### config.mk
export PLATFORM = sky130hd
export DESIGN_NAME = base64_stream_encoder_flat
export DESIGN_NICKNAME = d
export VERILOG_FILES = /design/src/sv/b64e_pkg.sv /design/src/sv/b64e_req_if.sv /design/src/sv/b64e_rsp_if.sv /design/src/sv/b64e_front.sv /design/src/sv/b64e_queue.sv /design/src/sv/b64e_back.sv /design/src/sv/base64_stream_encoder.sv /design/src/flat_wrapper.sv
export SDC_FILE = /design/constraint.sdc
export NUM_CORES = 1
export LEC_CHECK = 0
export BUFFER_PORTS_ARGS = -buffer_cell sky130_fd_sc_hd__buf_4
export CELL_PAD_IN_SITES_DETAIL_PLACEMENT = 1
export CELL_PAD_IN_SITES_GLOBAL_PLACEMENT = 1
export CORE_MARGIN = 2
export CORE_UTILIZATION = 40
export CTS_CLUSTER_SIZE = 16
export DETAILED_ROUTE_END_ITERATION = 6
export GPL_ROUTABILITY_DRIVEN = 0
export PLACE_DENSITY_LB_ADDON = 0.15
export SLEW_MARGIN = 40
export SYNTH_ARGS = -nofsm -noshare
export SYNTH_HDL_FRONTEND = slang
export SYNTH_SLANG_ARGS = --single-unit
### constraint.sdc
create_clock -name clock -period 7.57 [get_ports clock]
set_input_delay 1.1355 -clock clock [delete_from_list [all_inputs] [get_ports clock]]
set_output_delay 1.1355 -clock clock [all_outputs]
set_load 0.05 [all_outputs]
### src/sv/b64e_pkg.sv
`default_nettype none

package b64e_pkg;

   // queue depth between the front and the back, a power of two of at least 2
   localparam int QUEUE_DEPTH_DEFAULT = 2;

   // ascii codes used by the character map
   localparam logic [6:0] CHAR_UPPER_A = 7'h41;
   localparam logic [6:0] CHAR_LOWER_A = 7'h61;
   localparam logic [6:0] CHAR_DIGIT_0 = 7'h30;
   localparam logic [6:0] CHAR_PLUS    = 7'h2B;
   localparam logic [6:0] CHAR_SLASH   = 7'h2F;
   localparam logic [6:0] CHAR_PAD     = 7'h3D;

   // start of each alphabet range, as a sextet value
   localparam logic [5:0] SEXTET_LOWER = 6'd26;
   localparam logic [5:0] SEXTET_DIGIT = 6'd52;
   localparam logic [5:0] SEXTET_PLUS  = 6'd62;

   // one group of up to three bytes, handed from the front to the back
   typedef struct packed {
      logic [23:0] bits;     // zero-filled, first byte in the top bits
      logic [1:0]  n_bytes;  // 1 to 3
      logic        fin;      // group closes the message
   } group_type;

   // sextet to base64 character
   function automatic logic [6:0] b64_char(input logic [5:0] sextet);
      logic [6:0] wide;
      wide = {1'b0, sextet};
      if (sextet < SEXTET_LOWER) begin
         return CHAR_UPPER_A + wide;
      end else if (sextet < SEXTET_DIGIT) begin
         return CHAR_LOWER_A + wide - {1'b0, SEXTET_LOWER};
      end else if (sextet < SEXTET_PLUS) begin
         return CHAR_DIGIT_0 + wide - {1'b0, SEXTET_DIGIT};
      end else if (sextet == SEXTET_PLUS) begin
         return CHAR_PLUS;
      end else begin
         return CHAR_SLASH;
      end
   endfunction

endpackage

`default_nettype wire

### src/sv/b64e_req_if.sv
`default_nettype none

interface b64e_req_if;
   logic       valid;
   logic       ready;
   logic [7:0] data_byte;
   logic       final_byte;

   modport source(output valid, output data_byte, output final_byte, input ready);
   modport sink(input valid, input data_byte, input final_byte, output ready);
endinterface

`default_nettype wire

### src/sv/b64e_rsp_if.sv
`default_nettype none

interface b64e_rsp_if;
   logic       valid;
   logic       ready;
   logic [6:0] out_char;
   logic       end_of_text;

   modport source(output valid, output out_char, output end_of_text, input ready);
   modport sink(input valid, input out_char, input end_of_text, output ready);
endinterface

`default_nettype wire

### src/sv/b64e_front.sv
`default_nettype none

module b64e_front (
   input  wire logic                clock,
   input  wire logic                reset,
   b64e_req_if.sink                 req_chan,
   input  wire logic                queue_ready_i,
   output logic                     push_o,
   output b64e_pkg::group_type      group_o
);
   import b64e_pkg::*;

   logic [1:0] pending_count_ff, pending_count_in;
   logic [7:0] pend0_ff, pend0_in;
   logic [7:0] pend1_ff, pend1_in;
   logic       accept;
   logic       closes;

   // a byte is taken whenever the queue has room
   assign req_chan.ready = queue_ready_i;
   assign accept = req_chan.valid && queue_ready_i;
   assign closes = (pending_count_ff == 2'd2) || req_chan.final_byte;
   assign push_o = accept && closes;

   // assemble the group from the pending bytes and the new one
   always_comb begin
      group_o.fin     = req_chan.final_byte;
      group_o.n_bytes = pending_count_ff + 2'd1;
      case (pending_count_ff)
         2'd0: begin
            group_o.bits = {req_chan.data_byte, 16'h0000};
         end
         2'd1: begin
            group_o.bits = {pend0_ff, req_chan.data_byte, 8'h00};
         end
         default: begin
            group_o.bits = {pend0_ff, pend1_ff, req_chan.data_byte};
         end
      endcase
   end

   // pending store update
   always_comb begin
      pending_count_in = pending_count_ff;
      pend0_in         = pend0_ff;
      pend1_in         = pend1_ff;
      if (accept) begin
         if (closes) begin
            pending_count_in = 2'd0;
         end else begin
            pending_count_in = pending_count_ff + 2'd1;
            if (pending_count_ff == 2'd0) begin
               pend0_in = req_chan.data_byte;
            end else begin
               pend1_in = req_chan.data_byte;
            end
         end
      end
   end

   always_ff @(posedge clock) begin
      if (reset) begin
         pending_count_ff <= 2'd0;
      end else begin
         pending_count_ff <= pending_count_in;
      end
   end

   // pending bytes carry no reset
   always_ff @(posedge clock) begin
      pend0_ff <= pend0_in;
      pend1_ff <= pend1_in;
   end

`ifndef SYNTHESIS
   a_count_range: assert property (@(posedge clock) disable iff (reset)
      pending_count_ff != 2'd3)
      else $error("pending count out of range");
   a_count_step: assert property (@(posedge clock) disable iff (reset)
      accept && !push_o |=> pending_count_ff == $past(pending_count_ff) + 2'd1)
      else $error("pending count did not advance");
   a_count_clear: assert property (@(posedge clock) disable iff (reset)
      push_o |=> pending_count_ff == 2'd0)
      else $error("pending count not cleared after a group");
`endif

endmodule

`default_nettype wire

### src/sv/b64e_queue.sv
`default_nettype none

module b64e_queue #(
   parameter int DEPTH = b64e_pkg::QUEUE_DEPTH_DEFAULT
) (
   input  wire logic                clock,
   input  wire logic                reset,
   input  wire logic                push_i,
   input  wire b64e_pkg::group_type group_i,
   output logic                     ready_o,
   input  wire logic                pop_i,
   output b64e_pkg::group_type      group_o,
   output logic                     avail_o
);
   import b64e_pkg::*;

   localparam int PTR_W = $clog2(DEPTH);
   localparam int CNT_W = $clog2(DEPTH + 1);

   group_type              slot_ff [DEPTH];
   logic [PTR_W-1:0]       wr_ptr_ff, wr_ptr_in;
   logic [PTR_W-1:0]       rd_ptr_ff, rd_ptr_in;
   logic [CNT_W-1:0]       count_ff, count_in;

   assign ready_o = (count_ff != CNT_W'(DEPTH));
   assign avail_o = (count_ff != '0);
   assign group_o = slot_ff[rd_ptr_ff];

   // pointer and fill tracking
   always_comb begin
      wr_ptr_in = wr_ptr_ff;
      rd_ptr_in = rd_ptr_ff;
      count_in  = count_ff;
      if (push_i) begin
         wr_ptr_in = wr_ptr_ff + 1'b1;
      end
      if (pop_i) begin
         rd_ptr_in = rd_ptr_ff + 1'b1;
      end
      if (push_i && !pop_i) begin
         count_in = count_ff + 1'b1;
      end else if (pop_i && !push_i) begin
         count_in = count_ff - 1'b1;
      end
   end

   always_ff @(posedge clock) begin
      if (reset) begin
         wr_ptr_ff <= '0;
         rd_ptr_ff <= '0;
         count_ff  <= '0;
      end else begin
         wr_ptr_ff <= wr_ptr_in;
         rd_ptr_ff <= rd_ptr_in;
         count_ff  <= count_in;
      end
   end

   // slot storage
   always_ff @(posedge clock) begin
      if (push_i) begin
         slot_ff[wr_ptr_ff] <= group_i;
      end
   end

`ifndef SYNTHESIS
   a_fill_bound: assert property (@(posedge clock) disable iff (reset)
      count_ff <= CNT_W'(DEPTH))
      else $error("queue overfilled");
`endif

endmodule

`default_nettype wire

### src/sv/b64e_back.sv
`default_nettype none

module b64e_back (
   input  wire logic                clock,
   input  wire logic                reset,
   input  wire logic                avail_i,
   input  wire b64e_pkg::group_type group_i,
   output logic                     pop_o,
   b64e_rsp_if.source               rsp_chan
);
   import b64e_pkg::*;

   group_type  group_ff, group_in;
   logic       busy_ff, busy_in;
   logic [1:0] idx_ff, idx_in;
   logic       out_valid_ff, out_valid_in;
   logic [6:0] out_char_ff, out_char_in;
   logic       out_eot_ff, out_eot_in;
   logic       load;
   logic       emit;
   logic [5:0] sextet;

   // output register takes a new character when empty or being drained
   assign load  = !out_valid_ff || rsp_chan.ready;
   assign emit  = load && busy_ff;
   assign pop_o = avail_i && (!busy_ff || (emit && idx_ff == 2'd3));

   assign rsp_chan.valid       = out_valid_ff;
   assign rsp_chan.out_char    = out_char_ff;
   assign rsp_chan.end_of_text = out_eot_ff;

   // pick the sextet for the current position, most significant first
   always_comb begin
      case (idx_ff)
         2'd0:    sextet = group_ff.bits[23:18];
         2'd1:    sextet = group_ff.bits[17:12];
         2'd2:    sextet = group_ff.bits[11:6];
         default: sextet = group_ff.bits[5:0];
      endcase
   end

   // group walk, one character per cycle while the output register can load
   always_comb begin
      group_in = group_ff;
      busy_in  = busy_ff;
      idx_in   = idx_ff;
      if (emit) begin
         idx_in = idx_ff + 2'd1;
         if (idx_ff == 2'd3) begin
            busy_in = 1'b0;
         end
      end
      if (pop_o) begin
         group_in = group_i;
         busy_in  = 1'b1;
         idx_in   = 2'd0;
      end
   end

   // output register
   always_comb begin
      out_valid_in = out_valid_ff;
      out_char_in  = out_char_ff;
      out_eot_in   = out_eot_ff;
      if (load) begin
         out_valid_in = busy_ff;
         out_char_in  = ({1'b0, idx_ff} <= {1'b0, group_ff.n_bytes}) ? b64_char(sextet)
                                                                  : CHAR_PAD;
         out_eot_in   = group_ff.fin && (idx_ff == 2'd3);
      end
   end

   always_ff @(posedge clock) begin
      if (reset) begin
         busy_ff      <= 1'b0;
         idx_ff       <= 2'd0;
         out_valid_ff <= 1'b0;
      end else begin
         busy_ff      <= busy_in;
         idx_ff       <= idx_in;
         out_valid_ff <= out_valid_in;
      end
   end

   always_ff @(posedge clock) begin
      group_ff    <= group_in;
      out_char_ff <= out_char_in;
      out_eot_ff  <= out_eot_in;
   end

`ifndef SYNTHESIS
   a_walk_step: assert property (@(posedge clock) disable iff (reset)
      emit && idx_ff != 2'd3 |=> busy_ff && idx_ff == $past(idx_ff) + 2'd1)
      else $error("group walk skipped or stopped early");
   a_pop_idle: assert property (@(posedge clock) disable iff (reset)
      pop_o |-> !busy_ff || idx_ff == 2'd3)
      else $error("new group taken in the middle of a group");
`endif

endmodule

`default_nettype wire

### src/sv/base64_stream_encoder.sv
// base64 stream encoder, standard alphabet with '=' padding
//
// req_chan carries one message byte per transfer (data_byte) with final_byte
// set on the last byte of the message. rsp_chan carries one ascii character
// per transfer (out_char); end_of_text marks the last character of a message.
// Both channels use valid/ready; a transfer happens when both are high.
//
// Every third byte, or the final byte, closes a group that yields four
// characters, padded with '=' for a short final group. The group passes
// through the queue and the back end's group register before its first
// character is registered at the output; the back end then emits one
// character per cycle while rsp_chan is ready. req_chan is ready while
// the group queue (QUEUE_DEPTH groups) has room.
//
// When rsp_chan stalls, the output register holds its character, the back
// end waits and the queue fills; req_chan then drops ready.
// Synchronous reset empties the pending store, the queue and the output.
`default_nettype none

module base64_stream_encoder #(
   parameter int QUEUE_DEPTH = b64e_pkg::QUEUE_DEPTH_DEFAULT
) (
   input  wire logic   clock,
   input  wire logic   reset,
   b64e_req_if.sink    req_chan,
   b64e_rsp_if.source  rsp_chan
);
   import b64e_pkg::*;

   logic      push;
   logic      pop;
   logic      queue_ready;
   logic      queue_avail;
   group_type front_group;
   group_type back_group;

   // byte collection and grouping
   b64e_front u_front (
      .clock         (clock),
      .reset         (reset),
      .req_chan      (req_chan),
      .queue_ready_i (queue_ready),
      .push_o        (push),
      .group_o       (front_group)
   );

   // group queue between front and back
   b64e_queue #(
      .DEPTH (QUEUE_DEPTH)
   ) u_queue (
      .clock   (clock),
      .reset   (reset),
      .push_i  (push),
      .group_i (front_group),
      .ready_o (queue_ready),
      .pop_i   (pop),
      .group_o (back_group),
      .avail_o (queue_avail)
   );

   // character generation
   b64e_back u_back (
      .clock    (clock),
      .reset    (reset),
      .avail_i  (queue_avail),
      .group_i  (back_group),
      .pop_o    (pop),
      .rsp_chan (rsp_chan)
   );

endmodule

`default_nettype wire

### src/flat_wrapper.sv
// flat-port wrapper written by rule: the top's interface ports become plain ports
module base64_stream_encoder_flat import b64e_pkg::*;
#(
   parameter int QUEUE_DEPTH = b64e_pkg::QUEUE_DEPTH_DEFAULT
)
  (clock, reset, req_chan_valid, req_chan_data_byte, req_chan_final_byte, req_chan_ready, rsp_chan_valid, rsp_chan_out_char, rsp_chan_end_of_text, rsp_chan_ready);
  b64e_req_if req_chan_i ();
  b64e_rsp_if rsp_chan_i ();
  input  wire logic clock;
  input  wire logic reset;
  input wire logic [$bits(req_chan_i.valid)-1:0] req_chan_valid;
  input wire logic [$bits(req_chan_i.data_byte)-1:0] req_chan_data_byte;
  input wire logic [$bits(req_chan_i.final_byte)-1:0] req_chan_final_byte;
  output wire logic [$bits(req_chan_i.ready)-1:0] req_chan_ready;
  output wire logic [$bits(rsp_chan_i.valid)-1:0] rsp_chan_valid;
  output wire logic [$bits(rsp_chan_i.out_char)-1:0] rsp_chan_out_char;
  output wire logic [$bits(rsp_chan_i.end_of_text)-1:0] rsp_chan_end_of_text;
  input wire logic [$bits(rsp_chan_i.ready)-1:0] rsp_chan_ready;
  assign req_chan_i.valid = req_chan_valid;
  assign req_chan_i.data_byte = req_chan_data_byte;
  assign req_chan_i.final_byte = req_chan_final_byte;
  assign req_chan_ready = req_chan_i.ready;
  assign rsp_chan_valid = rsp_chan_i.valid;
  assign rsp_chan_out_char = rsp_chan_i.out_char;
  assign rsp_chan_end_of_text = rsp_chan_i.end_of_text;
  assign rsp_chan_i.ready = rsp_chan_ready;
  base64_stream_encoder #(.QUEUE_DEPTH(QUEUE_DEPTH)) u_core (.clock(clock), .reset(reset), .req_chan(req_chan_i), .rsp_chan(rsp_chan_i));
endmodule
* Word-level counts from Yosys, hierarchy flattened
Memories as Yosys holds them, arrays and structs flattened. A register that Yosys moved wholly into a read port is not among the register bits.
Cells that the tools add are included.
W data, S select, Z words.
** Cells by class
- Bitwise gates (word level) :: 2
- Div/mod/pow operators :: 0
- Reductions and logical operators :: 25
- Shifts and indexed selects :: 0
- $mul :: 0
- $lt $le $gt $ge :: 4
- Multiplexer cells :: 14
- Add/subtract/negate cells :: 11
- Equal/unequal tests :: 7
** Operators with widths (count)
- $pmux W24 S2 :: 1
- $mux W7 :: 3
- $pmux W6 S3 :: 1
- $add A7 B6 Y7 const A :: 2
- $lt A6 B6 Y1 const B :: 2
- $logic_and A1 B1 Y1 :: 8
- $reduce_bool A2 Y1 :: 4
- $add A6 B6 Y7 const A :: 1
- $sub A7 B5 Y7 const B :: 1
- $sub A7 B6 Y7 const B :: 1
- $add A2 B1 Y2 const B :: 3
- $eq A2 B2 Y1 const B :: 3
- $eq A6 B6 Y1 const B :: 1
- $lt A6 B5 Y1 const B :: 1
- $mux W2 :: 3
- $reduce_and A3 Y1 :: 2
- $mux W1 :: 5
- $eq A2 B1 Y1 const B :: 2
- $logic_not A1 Y1 :: 4
- $logic_not A2 Y1 :: 2
- $logic_or A1 B1 Y1 :: 3
- $mux W3 :: 1
- $add A1 B1 Y1 const B :: 2
- $le A2 B2 Y1 :: 1
- other kinds (5) :: 6
** Storage, ports and cells
- Input port bits :: 13
- Memory bits (writable) :: 54
- Memories kept :: 1
- Memory bits (read-only) :: 0
- Register bits after elaboration :: 34
- Output and inout port bits :: 10
- Latch bits :: 0
** Memory list
- u_core.u_queue.slot_ff :: words 2, bits a word 27, rd ports 1, clocked after Yosys merged registers in 1, write ports 1, RTL line b64e_queue.sv:20 : group_type slot_ff [DEPTH];

* Longest topological paths before layout
Gate-level depths: netlist of the first run.
- Depth in word-level cells :: 9
- Mapped depth :: 11
- Mapped depth without buffers :: 11

* Modules after synthesis
From an unflattened synthesis of the first run, not the netlist that was laid out.
** Second synthesis, totals
- Cells, all modules :: 352
- Area, all modules :: 5131.2 sq um
** Modules (own cells, without submodules)
- b64e_queue :: area each 2160.8 sq um, times used 1, cells an instance 106, sequential area each 1721.7 sq um
- b64e_back :: area each 1931.9 sq um, times used 1, cells an instance 153, sequential area each 1131.1 sq um
- b64e_front :: area each 1038.5 sq um, times used 1, cells an instance 93, sequential area each 520.5 sq um

* Least setup slack after synthesis of the first run
No wires, ideal clock.
- Path kind :: input-to-reg
- Start :: in rsp_chan_ready
- End :: reg u_core.u_queue.count_ff[1]
- Slack :: 3.419 ns
- Library setup time :: 0.071 ns
- Required time :: 7.499 ns
- Cell stages on the path :: 7
- Arrival :: 4.080 ns
- Buffers on the path :: 0
- Cells stage by stage :: nand2b_1 > nand2_1 > a21oi_1 > inv_1 > ha_1 > or3_1 > a21oi_1
** Between the ends
- Cells in the longest elaborated chain, start to end :: 8
- Elaborated cells between the ends (all ways) :: 10
- Those cells by class :: mux (1); reduce/logical (9)
** Ends and longest elaborated chain
- start: declaration :: RTL line flat_wrapper.sv:18 : input wire logic [$bits(rsp_chan_i.ready)-1:0] rsp_chan_ready;
- $logic_or A1 B1 Y1 * :: RTL line b64e_back.sv:24 : assign load = !out_valid_ff || rsp_chan.ready;
- $logic_and A1 B1 Y1 * :: RTL line b64e_back.sv:25 : assign emit = load && busy_ff;
- $logic_and A1 B1 Y1 * :: RTL line b64e_back.sv:26 : assign pop_o = avail_i && (!busy_ff || (emit && idx_ff == 2'd3));
- $logic_or A1 B1 Y1 * :: RTL line b64e_back.sv:26
- $logic_and A1 B1 Y1 * :: RTL line b64e_back.sv:26
- net u_core.pop :: RTL line base64_stream_encoder.sv:31 : logic pop;
- $logic_not A1 Y1 :: RTL line b64e_queue.sv:40 : if (push_i && !pop_i) begin
- $logic_and A1 B1 Y1 :: RTL line b64e_queue.sv:40
- $mux W2 or $reduce_bool A2 Y1 (tied branches)
- end signal: assignment :: RTL line b64e_queue.sv:55 : count_ff <= count_in;
- end: declaration :: RTL line b64e_queue.sv:23 : logic [CNT_W-1:0] count_ff, count_in;
Mark *: on every way through the listed nets, which the timed path passes. The rest lies on a longest branch.
A chain may end at the register's enable or synchronous reset.

* Final worst setup path of the first run
- Start :: reg u_core.u_back.idx_ff[1]
- End :: reg u_core.u_back.out_char_ff[1] (netlist: u_core.u_back.rsp_chan.out_char[1]) (data pin)
** Between the ends
- Cells in the longest elaborated chain, start to end :: 7
- Elaborated cells between the ends (all ways) :: 16
- Those cells by class :: add/sub (5); order compare (4); eq/ne (2); mux (4); reduce/logical (1)
** Ends and longest elaborated chain
- start: declaration :: RTL line b64e_back.sv:15 : logic [1:0] idx_ff, idx_in;
- start signal: assignment :: RTL line b64e_back.sv:80 : idx_ff <= idx_in;
- $eq A2 B2 Y1 (tied with other cells) :: RTL line b64e_back.sv:34 : case (idx_ff)
- $pmux W6 S3 :: RTL line b64e_back.sv:34
- $add A6 B6 Y7 :: RTL line b64e_pkg.sv:37 : return CHAR_DIGIT_0 + wide - {1'b0, SEXTET_DIGIT};
- $sub A7 B6 Y7 :: RTL line b64e_pkg.sv:37
- $mux W7 :: RTL line b64e_pkg.sv:36 : end else if (sextet < SEXTET_PLUS) begin
- $mux W7 :: RTL line b64e_pkg.sv:34 : end else if (sextet < SEXTET_DIGIT) begin
- $mux W7 :: RTL line b64e_pkg.sv:32 : if (sextet < SEXTET_LOWER) begin
- end signal: assignment :: RTL line b64e_back.sv:87 : out_char_ff <= out_char_in;
- end: declaration :: RTL line b64e_back.sv:17 : logic [6:0] out_char_ff, out_char_in;
Parallel ways exist; a longest one is shown, timed or not.

==> results of run 1 <==
## layout make-up
| cell class | count | area (sq um) |
|---|---|---|
| Fill cell | 1194 | 6197 |
| Sequential cell | 115 | 3353 |
| Multi-Input combinational cell | 183 | 1490 |
| Clock buffer | 22 | 444.2 |
| Tap cell | 168 | 210.2 |
| Timing Repair Buffer | 28 | 206.4 |
| Clock inverter | 9 | 88.84 |
| Inverter | 19 | 71.32 |
## worst min path at each step
stage                                             startpoint                                  to  slack [ns]  depth (start not counted)
final                     u_core.u_front.pending_count_ff[1]  u_core.u_front.pending_count_ff[1]        0.48                          2
after global routing      u_core.u_front.pending_count_ff[1]  u_core.u_front.pending_count_ff[1]        0.51                          2
after CTS                 u_core.u_front.pending_count_ff[1]  u_core.u_front.pending_count_ff[1]        0.49                          2
after detailed placement  u_core.u_front.pending_count_ff[1]  u_core.u_front.pending_count_ff[1]        0.48                          2
after global placement    u_core.u_front.pending_count_ff[1]  u_core.u_front.pending_count_ff[1]        0.47                          2
after floorplan           u_core.u_front.pending_count_ff[1]  u_core.u_front.pending_count_ff[1]        0.45                          2
## sequential cells by signal, summed over array words and instances, names as in the netlist
register	count
u_core.u_queue.slot_ff	54
u_core.u_queue.rd_ptr_ff	1
u_core.u_front.pend0_ff	8
u_core.u_back.rsp_chan.out_char	7
u_core.u_back.rsp_chan.valid	1
u_core.u_queue.count_ff	2
u_core.u_front.pending_count_ff	2
u_core.u_back.rsp_chan.end_of_text	1
u_core.u_back.busy_ff	1
u_core.u_back.idx_ff	2
u_core.u_queue.wr_ptr_ff	1
u_core.u_back.group_ff	27
u_core.u_front.pend1_ff	8
## through the flow
step                      hold WS [ns]    util  instance area (sq um)  setup slack [ns]
after detailed placement        0.4784  0.4417                   5328             4.227
after floorplan                 0.4486       -                   4949             3.419
after global placement          0.4668  0.4417                   5328             4.341
after CTS                       0.4851  0.4859                   5861             4.334
after global routing            0.5086  0.4862                   5864             4.082
final                           0.4782  0.4862                   5864             4.332
## critical path, cell delays in order, from the launching register on
cell     delay, ns
dfxtp_1       0.41
ha_1          0.42
inv_2         0.22
mux2_4        0.38
inv_2         0.15
ha_1          0.33
inv_1         0.17
a32oi_1       0.32
a31oi_2       0.18
or3_1         0.35
a21oi_1       0.15
## power groups by stage
stage               combinational, W  sequential (W)  clock (W)
CTS                         0.000859        0.000931   0.000738
floorplan                   0.000564         0.00101          0
global route                0.000936        0.000942   0.000764
finish                      0.000850        0.000929   0.000726
global placement            0.000841        0.000936          0
detailed placement          0.000852        0.000943          0
## routing by layer
metal / track usage / up-vias
met5: 0 / -
met4: 0.08112 / 0
met3: 0.04586 / 15
met2: 0.2494 / 54
met1: 0.1942 / 1384
li1: - / 1347
## cell usage in the layout (no fill, tap or decap), types with 3 or more instances in the layout
cell type    n
a211oi_1     3
inv_2        3
a21oi_1     12
nor3_1       6
nand2b_1     5
dfxtp_1     10
clkbuf_1     6
xnor2_1      6
inv_1       16
a222oi_1     5
edfxtp_1   105
and2_1      10
mux2_2      28
ha_1        13
mux2i_1      3
nand2_1     12
a22o_1      15
clkinv_1     5
clkbuf_16   17
nand3_1      4
nor2_1      13
buf_4       27
o21ai_0      5
## kinds of logic after synthesis
family / after synthesis
fa+ha+maj: 13
compound gates: 64
mux: 35
flops: 115
xor+xnor: 8
buf+inv: 29
simple gates: 63
==> results.json, run 1 <==
{
  "status": "complete, no violations",
  "internal_power_w": 0.001682,
  "max_cap_viol_count": 0,
  "synth_top_family_by_area": "compound AO/OA/AOI/OAI gates",
  "die_area_sq_um": 13280,
  "cts_setup_buffers": 0,
  "synth_edf_count": 105,
  "ys.flop_type": "edfxtp_1",
  "numPortBuffers": 22,
  "worstMarginPinSlew_ns": 0.7932,
  "crit_required_ns": 7.82,
  "synthMuxAreaShare": 0.08142,
  "syn_nets": 353,
  "setup_violations": 0,
  "overflow": 0,
  "initialDrtViolationCount": 145,
  "slew_violations": 0,
  "die_w_um": 115.2,
  "routed_wl_um": 9498,
  "critPathMaxFanout": 11,
  "drt.antenna.violating_nets": 0,
  "fin_crit_ns": 3.238,
  "vias": 2800,
  "r2r_start": "u_core.u_back.idx_ff[1]",
  "via_per_inst": 5.147,
  "swShare": 0.3287,
  "synth_xor_area_frac": 0.01416,
  "cts.sinks": 115,
  "endpoint": "u_core.u_back.rsp_chan.out_char[1]",
  "fin_skew_ns": 0.009214,
  "top_layer_used": "met4",
  "ys_async_sr_fraction": 0,
  "grt_max_degree": 32,
  "yosysWarnings": 0,
  "powerDensity_nw_per_um2": 427.3,
  "hold_viol": 0,
  "routed-wl-met3_um": 308,
  "fin_cells": 544,
  "fmax_ghz": 0.3088,
  "clockRootBuffer": "clkbuf_16",
  "p_sw_w": 0.0008236,
  "r2r.worst_path.cells": 10,
  "drc": 0,
  "cts_hold_buffers": 0,
  "grt_first_pass_wirelength_um": 15100,
  "synth_cell_types": 55,
  "yosys.area.top_type": "edfxtp_1",
  "worstPathArrival_ns": 3.49,
  "io_pins": 23,
  "ys_top_cells_by_area": "edfxtp_1 (64%), mux2_2 (6.4%), dfxtp_1 (4.0%), ha_1 (3.3%), a22o_1 (2.7%)",
  "startpoint_type": "flip-flop",
  "pwr-share-seq": 0.371,
  "fin_crit_sh": 0.4277,
  "synth-simple-area-share": 0.06549,
  "combinationalPowerShare": 0.339,
  "die_h_um": 115.2,
  "leakage_nw": 2.084,
  "min_path_type": "reg -> reg",
  "max-slew-margin-rel": 0.4693,
  "ys_ff_latch": 115,
  "antenna_found_initial": 0,
  "crit_type": "reg -> reg",
  "r2r_end": "u_core.u_back.rsp_chan.out_char[1]",
  "n_antenna_cell": 0,
  "synth.cell_area_sq_um": 4948,
  "wl_met2_um": 4604,
  "timing.reg2reg.setup_slack_ns": 4.33,
  "clk_pin_slew_ns": 0.05,
  "synthCells": 327,
  "cts_resized": 0,
  "irDropWorstVdd_mv": 0.1823,
  "clkPwrFrac": 0.290,
  "areaGrowthSynthToFinish_pct": 18.51,
  "wl_met1_um": 4378,
  "start_util": 0.4103,
  "htreeDepth": 4,
  "rsz0062_at_grt": "no",
  "synthAdderAreaFrac": 0.03287,
  "clk_latency_ns": 0.41,
  "wl_per_cell_um": 17.46,
  "drive_gt1_frac": 0.2420,
  "dp.cells": 512,
  "seq_area_frac_synth": 0.6776,
  "crit_path_start": "u_core.u_back.idx_ff[1]",
  "cts_tree": "built",
  "setup_tns_ns": 0,
  "p_total_w": 0.002506,
  "synth_most_common_cell": "edfxtp_1",
  "dpl.hpwl_um": 6537,
  "crit_path_end_kind": "flip-flop",
  "first_pass_iters": 7,
  "grt.total_usage": 0.1566,
  "netlist.area_leader.share": 0.6372,
  "grt_pass1_vias": 2812,
  "fin_nets": 390,
  "numCtsBuffers": 17,
  "rows": 40,
  "synth_compound_area_frac": 0.1054,
  "avgSynthCellArea_sq_um": 15.13,
  "synth_common_cells": "edfxtp_1 (105), mux2_2 (28), inv_1 (16)",
  "clock_path_buffers": 2,
  "coreArea_sq_um": 12060
}
Power figures use the tool's default switching activity.
==> run 2, diff against run 1 <==
ABC_AREA = 1   (was not set)
clock period = 2.83 ns   (was 7.57 ns; I/O delays follow)
==> results.json, run 2 <==
{
  "status": "complete, no violations",
  "fmax_ghz": 0.4350,
  "setup_violations": 0,
  "initialDrtViolationCount": 140,
  "numCtsBuffers": 17,
  "max-slew-margin-rel": 0.5606,
  "timing.reg2reg.setup_slack_ns": 0.53,
  "synth_cell_types": 27,
  "yosys.area.top_type": "edfxtp_1",
  "cts_setup_buffers": 0,
  "clock_path_buffers": 2,
  "cts_resized": 0,
  "fin_crit_sh": 0.8123,
  "slew_violations": 0,
  "r2r_end": "u_core.u_back.rsp_chan.out_char[4]",
  "start_util": 0.4091,
  "clockRootBuffer": "clkbuf_16",
  "crit_path_start": "u_core.u_back.idx_ff[0]",
  "max_cap_viol_count": 0,
  "overflow": 0,
  "wl_per_cell_um": 15.34,
  "drive_gt1_frac": 0.1323,
  "io_pins": 23,
  "cts.sinks": 115,
  "grt_max_degree": 31,
  "synth_most_common_cell": "nand2_1",
  "max_stage_delay_ns": 0.38,
  "cts_hold_buffers": 0,
  "cts_tree": "built",
  "irDropWorstVdd_mv": 0.4790,
  "path_depth": 12,
  "path_delay_family": "adder cells",
  "clk_latency_ns": 0.41,
  "fin_skew_ns": 0.008638,
  "synthCells": 449,
  "grt.total_usage": 0.1683,
  "largestRegisters": "u_core.u_queue.slot_ff (54), u_core.u_back.group_ff (27)",
  "yosysWarnings": 0,
  "numPortBuffers": 22,
  "synth_common_cells": "nand2_1 (142), edfxtp_1 (105), inv_1 (36)",
  "avgSynthCellArea_sq_um": 10.94,
  "crit_type": "reg -> reg",
  "n_antenna_cell": 0,
  "synth.cell_area_sq_um": 4913,
  "r2r_start": "u_core.u_back.idx_ff[0]",
  "fin_nets": 513,
  "r2r.worst_path.cells": 12,
  "clk_pin_slew_ns": 0.05,
  "worstPathArrival_ns": 2.47,
  "die_w_um": 114.8,
  "synth_edf_count": 105,
  "rows": 40,
  "die_h_um": 114.8,
  "fin_crit_ns": 2.299,
  "routed_wl_um": 9912,
  "powerDensity_nw_per_um2": 1149,
  "final_common_cell": "nand2_1",
  "antenna_found_initial": 0,
  "die_area_sq_um": 13190,
  "worstMarginPinSlew_ns": 0.6567,
  "cpMostUsedCell": "nand2_1",
  "min_path_type": "in -> reg",
  "hold_viol": 0,
  "final_cell_mix": "nand2_1 (142), edfxtp_1 (105), inv_1 (36), o21ai_0 (35), nor2_1 (33)",
  "ys_top_cells_by_area": "edfxtp_1 (64%), nand2_1 (11%), dfxtp_1 (4.1%), o21ai_0 (3.6%), ha_1 (3.3%)",
  "coreArea_sq_um": 12010,
  "areaGrowthSynthToFinish_pct": 18.39,
  "hold_path.startpoint": "req_chan_data_byte[7]",
  "ys.flop_type": "edfxtp_1",
  "seq_area_frac_synth": 0.6825,
  "via_per_inst": 4.895,
  "rsz0062_at_grt": "no",
  "setup_tns_ns": 0,
  "crit_chain": "inv_1 > ha_1 > nand2_1 > nand2_1 > o21ai_2 > inv_1 > ha_1 > nand2_1 > xor2_1 > o21ai_1 > inv_1 > nand2_1",
  "htreeDepth": 4,
  "largest_reg_flops": 54,
  "dpl.hpwl_um": 6919,
  "top_register": "u_core.u_queue.slot_ff",
  "grt_pass1_vias": 3339,
  "crit_buf_inv": 3,
  "place_area_sq_um": 5283,
  "ys_ff_latch": 115,
  "netlist.area_leader.share": 0.6417,
  "drt.antenna.violating_nets": 0,
  "ys_async_sr_fraction": 0,
  "drc": 0,
  "stdcell_area_sq_um": 5817,
  "crit_slowest_cell": "dfxtp_1",
  "startpoint_type": "flip-flop",
  "critPathMaxFanout": 8,
  "grt_first_pass_wirelength_um": 16550,
  "first_pass_iters": 4,
  "crit_path_end_kind": "flip-flop",
  "syn_nets": 475,
  "endpoint": "u_core.u_back.rsp_chan.out_char[4]",
  "leakage_nw": 2.343,
  "crit_required_ns": 3.00,
  "vias": 3162
}
## run 2: worst min path at each step
stage / to / cells after the start
6_report: u_core.u_front.pend1_ff[7] / 1
3_3_place_gp: u_core.u_front.pending_count_ff[1] / 2
3_5_place_dp: u_core.u_front.pending_count_ff[1] / 2
4_1_cts: u_core.u_front.pend0_ff[7] / 1
2_1_floorplan: u_core.u_front.pending_count_ff[1] / 2
5_1_grt: u_core.u_front.pend0_ff[7] / 1
## run 2: layer usage
layer	global-route usage	wire length, um
met1	0.2019	4500
met2	0.2813	4835
met3	0.04902	326
met4	0.07871	249
met5	0	0
## run 2: final cells by class
class | instances | area [sq um]
fill | 1300 | 6195
sequential | 115 | 3353
multi-input combinational | 286 | 1389
clock buffer | 23 | 447.9
timing repair buffer | 28 | 210.2
tap | 147 | 183.9
inverter | 39 | 146.4
clock inverter | 8 | 86.33
## run 2: where the power goes
group	switching [W]	internal, W
Sequential	0.000135	0.00243
Combinational	0.00154	0.000637
Clock	0.000676	0.00127
Total	0.00235	0.00433
## run 2: per-stage QoR
step           cells  hold slack [ns]  power, W    util  setup WS (ns)
6_report         646           0.2092  0.006682  0.4843         0.5312
5_1_grt          646           0.1924  0.007140  0.4843         0.2159
4_1_cts          646           0.1881  0.006775  0.4843         0.5130
3_5_place_dp     615           0.4909  0.004798  0.4398         0.5212
3_3_place_gp     615           0.4763  0.004710  0.4398         0.6206
2_1_floorplan    449           0.4553  0.004115       -        0.07226
## run 2: cell families (layout without fill, tap and decap cells)
group	after synthesis	in the layout	synth area share
xor+xnor	3	3	0.005349
simple gates	215	215	0.1816
buf+inv	48	98	0.03820
fa+ha+maj	13	13	0.03310
compound gates	55	55	0.05933
flops	115	115	0.6825
## run 2: worst register-to-register path, cell delays in order (launching register included)
cell and delay (ns):
dfxtp_1 0.38, inv_1 0.12, ha_1 0.30, nand2_1 0.11, nand2_1 0.07, o21ai_2 0.29
inv_1 0.11, ha_1 0.23, nand2_1 0.08, xor2_1 0.17, o21ai_1 0.09, inv_1 0.07
nand2_1 0.05
==> run 3, diff against run 2 <==
clock period = 2.3 ns   (was 2.83 ns; I/O delays follow)
==> results.json, run 3 (synthesized netlist as in run 2, its figures left out) <==
{
  "status": "complete, no violations",
  "n_antenna_cell": 0,
  "startpoint_type": "flip-flop",
  "routed_wl_um": 10520,
  "hold_path.startpoint": "req_chan_data_byte[1]",
  "p_sw_w": 0.003002,
  "irDropWorstVdd_mv": 0.7161,
  "overflow": 0,
  "cts_tree": "built",
  "areaGrowthSynthToFinish_pct": 21.98,
  "path_delay_family": "adder cells",
  "min_to": "u_core.u_front.pend1_ff[1]",
  "vias": 3219,
  "crit_required_ns": 2.47,
  "grt_pass1_vias": 3421,
  "powerDensity_nw_per_um2": 1421,
  "clk_pin_slew_ns": 0.05,
  "holdPathStages": 1,
  "die_area_sq_um": 13190,
  "crit_path_end_kind": "flip-flop",
  "clock_path_buffers": 2,
  "max_stage_delay_ns": 0.40,
  "grt.total_usage": 0.1771,
  "combinationalPowerShare": 0.341,
  "wl_per_cell_um": 16.04,
  "drive_gt1_frac": 0.1749,
  "numPortBuffers": 22,
  "antenna_found_initial": 0,
  "cpMostUsedCell": "inv_1",
  "fin_skew_ns": 0.009038,
  "die_w_um": 114.8,
  "crit_slowest_cell": "dfxtp_1",
  "dpl.hpwl_um": 7030,
  "final_common_cell": "nand2_1",
  "swShare": 0.3525,
  "dp.cells": 621,
  "max-slew-margin-rel": 0.5468,
  "rows": 40,
  "internal_power_w": 0.005513,
  "grt_first_pass_wirelength_um": 17190,
  "setup_violations": 0,
  "timing.reg2reg.setup_slack_ns": 0.14,
  "layout_setup_ws_ns": 0.1449,
  "setup_tns_ns": 0,
  "max_cap_viol_count": 0,
  "first_pass_iters": 4,
  "grt_max_degree": 31,
  "cts.sinks": 115,
  "htreeDepth": 4,
  "fin_crit_sh": 0.9370,
  "final_cell_mix": "nand2_1 (141), edfxtp_1 (105), inv_1 (35), buf_4 (34), o21ai_0 (33)",
  "via_per_inst": 4.907,
  "critPathMaxFanout": 12,
  "crit_buf_inv": 4,
  "numCtsBuffers": 17,
  "min_path_type": "in -> reg",
  "top_register": "u_core.u_queue.slot_ff",
  "fin_nets": 522,
  "clockRootBuffer": "clkbuf_16",
  "pwr-share-seq": 0.373,
  "crit_chain": "ha_2 > inv_4 > or2_0 > o21ai_4 > buf_12 > inv_1 > ha_1 > xor2_1 > o21ai_1 > inv_1 > nand2_1",
  "largestRegisters": "u_core.u_queue.slot_ff (54), u_core.u_back.group_ff (27)",
  "fin_crit_ns": 2.155,
  "clkPwrFrac": 0.285,
  "start_util": 0.4091,
  "slew_violations": 0,
  "initialDrtViolationCount": 182,
  "fin_cells": 656,
  "worstMarginPinSlew_ns": 0.6773,
  "leakage_nw": 2.413,
  "hold_viol": 0,
  "r2r.worst_path.cells": 11,
  "io_pins": 23,
  "drc": 0,
  "die_h_um": 114.8,
  "largest_reg_flops": 54,
  "clk_latency_ns": 0.41,
  "worstPathArrival_ns": 2.32,
  "cts_hold_buffers": 0,
  "drt.antenna.violating_nets": 0,
  "crit_type": "reg -> reg",
  "r2r_start": "u_core.u_back.idx_ff[0]",
  "fmax_ghz": 0.4640,
  "coreArea_sq_um": 12010,
  "r2r_end": "u_core.u_back.rsp_chan.out_char[2]",
  "pre_cts_ws_ns": 0.02222
}
==> run 3: cell types whose count changed in the layout (fill, tap and decap cells not counted), sizes merged <==
| cell | change |
|---|---|
| buf | +9 |
| bufinv | -1 |
| clkbuf | +3 |
| clkinv | -1 |
==> run 3: worst max-delay path by stage <==
stage | startpoint | endpoint | slack, ns | depth (start not counted)
6_report | u_core.u_back.idx_ff[0] | u_core.u_back.rsp_chan.out_char[2] | 0.14 | 11
5_1_grt | u_core.u_back.idx_ff[0] | u_core.u_back.rsp_chan.out_char[1] | -0.03 | 12
4_1_cts | u_core.u_back.idx_ff[1] | u_core.u_back.rsp_chan.out_char[1] | 0.01 | 10
3_5_place_dp | u_core.u_back.idx_ff[1] | u_core.u_back.rsp_chan.out_char[1] | 0.02 | 10
3_3_place_gp | u_core.u_back.idx_ff[0] | u_core.u_back.rsp_chan.out_char[1] | 0.15 | 11
2_1_floorplan | u_core.u_back.rsp_chan.valid | u_core.u_queue.count_ff[1] | -0.13 | 9
==> run 3: worst reg2reg max path, delay by kind of cell, from the launching register on <==
family | cells | cell delay [ns]
AO/OA/AOI/OAI | 2 | 0.21
XOR/XNOR | 1 | 0.19
adder cells (fa/ha/maj) | 2 | 0.46
buffers and inverters | 4 | 0.35
flip-flops | 1 | 0.40
AND/OR/NAND/NOR | 2 | 0.30
==> run 3: per-layer routing <==
metal / share of wire / GRT usage / vias up
met1: 0.45 / 0.2137 / 1537
met3: 0.026 / 0.05588 / 18
met5: 0 / 0 / -
li1: - / - / 1617
met4: 0.030 / 0.09558 / 0
met2: 0.49 / 0.2848 / 47
==> run 3: power by group through the flow <==
stage / registers [W] / clock network, W / logic [W]
final: 0.00318 / 0.00243 / 0.00290
after global routing: 0.00322 / 0.00257 / 0.00329
after CTS: 0.00319 / 0.00249 / 0.00280
after detailed placement: 0.00322 / 0 / 0.00276
after global placement: 0.00322 / 0 / 0.00266
after floorplan: 0.00338 / 0 / 0.00169
==> run 3: cell type report <==
class,count,area (sq um)
tap,147,183.9
clock inverter,6,53.80
fill,1279,6018
sequential,115,3354
clock buffer,26,499.2
multi-input combinational,286,1438
timing repair buffer,37,315.3
inverter,39,148.9
==> run 3: through the flow <==
step	total power (W)	hold slack (ns)	utilization	area, sq um
2_1_floorplan	0.005070	0.4141	-	4942
3_3_place_gp	0.005884	0.4778	0.4467	5365
3_5_place_dp	0.005975	0.4823	0.4467	5365
4_1_cts	0.008475	0.1005	0.4927	5918
5_1_grt	0.009087	0.1053	0.4990	5993
6_report	0.008514	0.1249	0.4990	5993
==> run 3: repair_timing <==
action,CTS,global route
setup endpoints to repair,0,6
buffers inserted,0,3
gates resized for setup,0,14
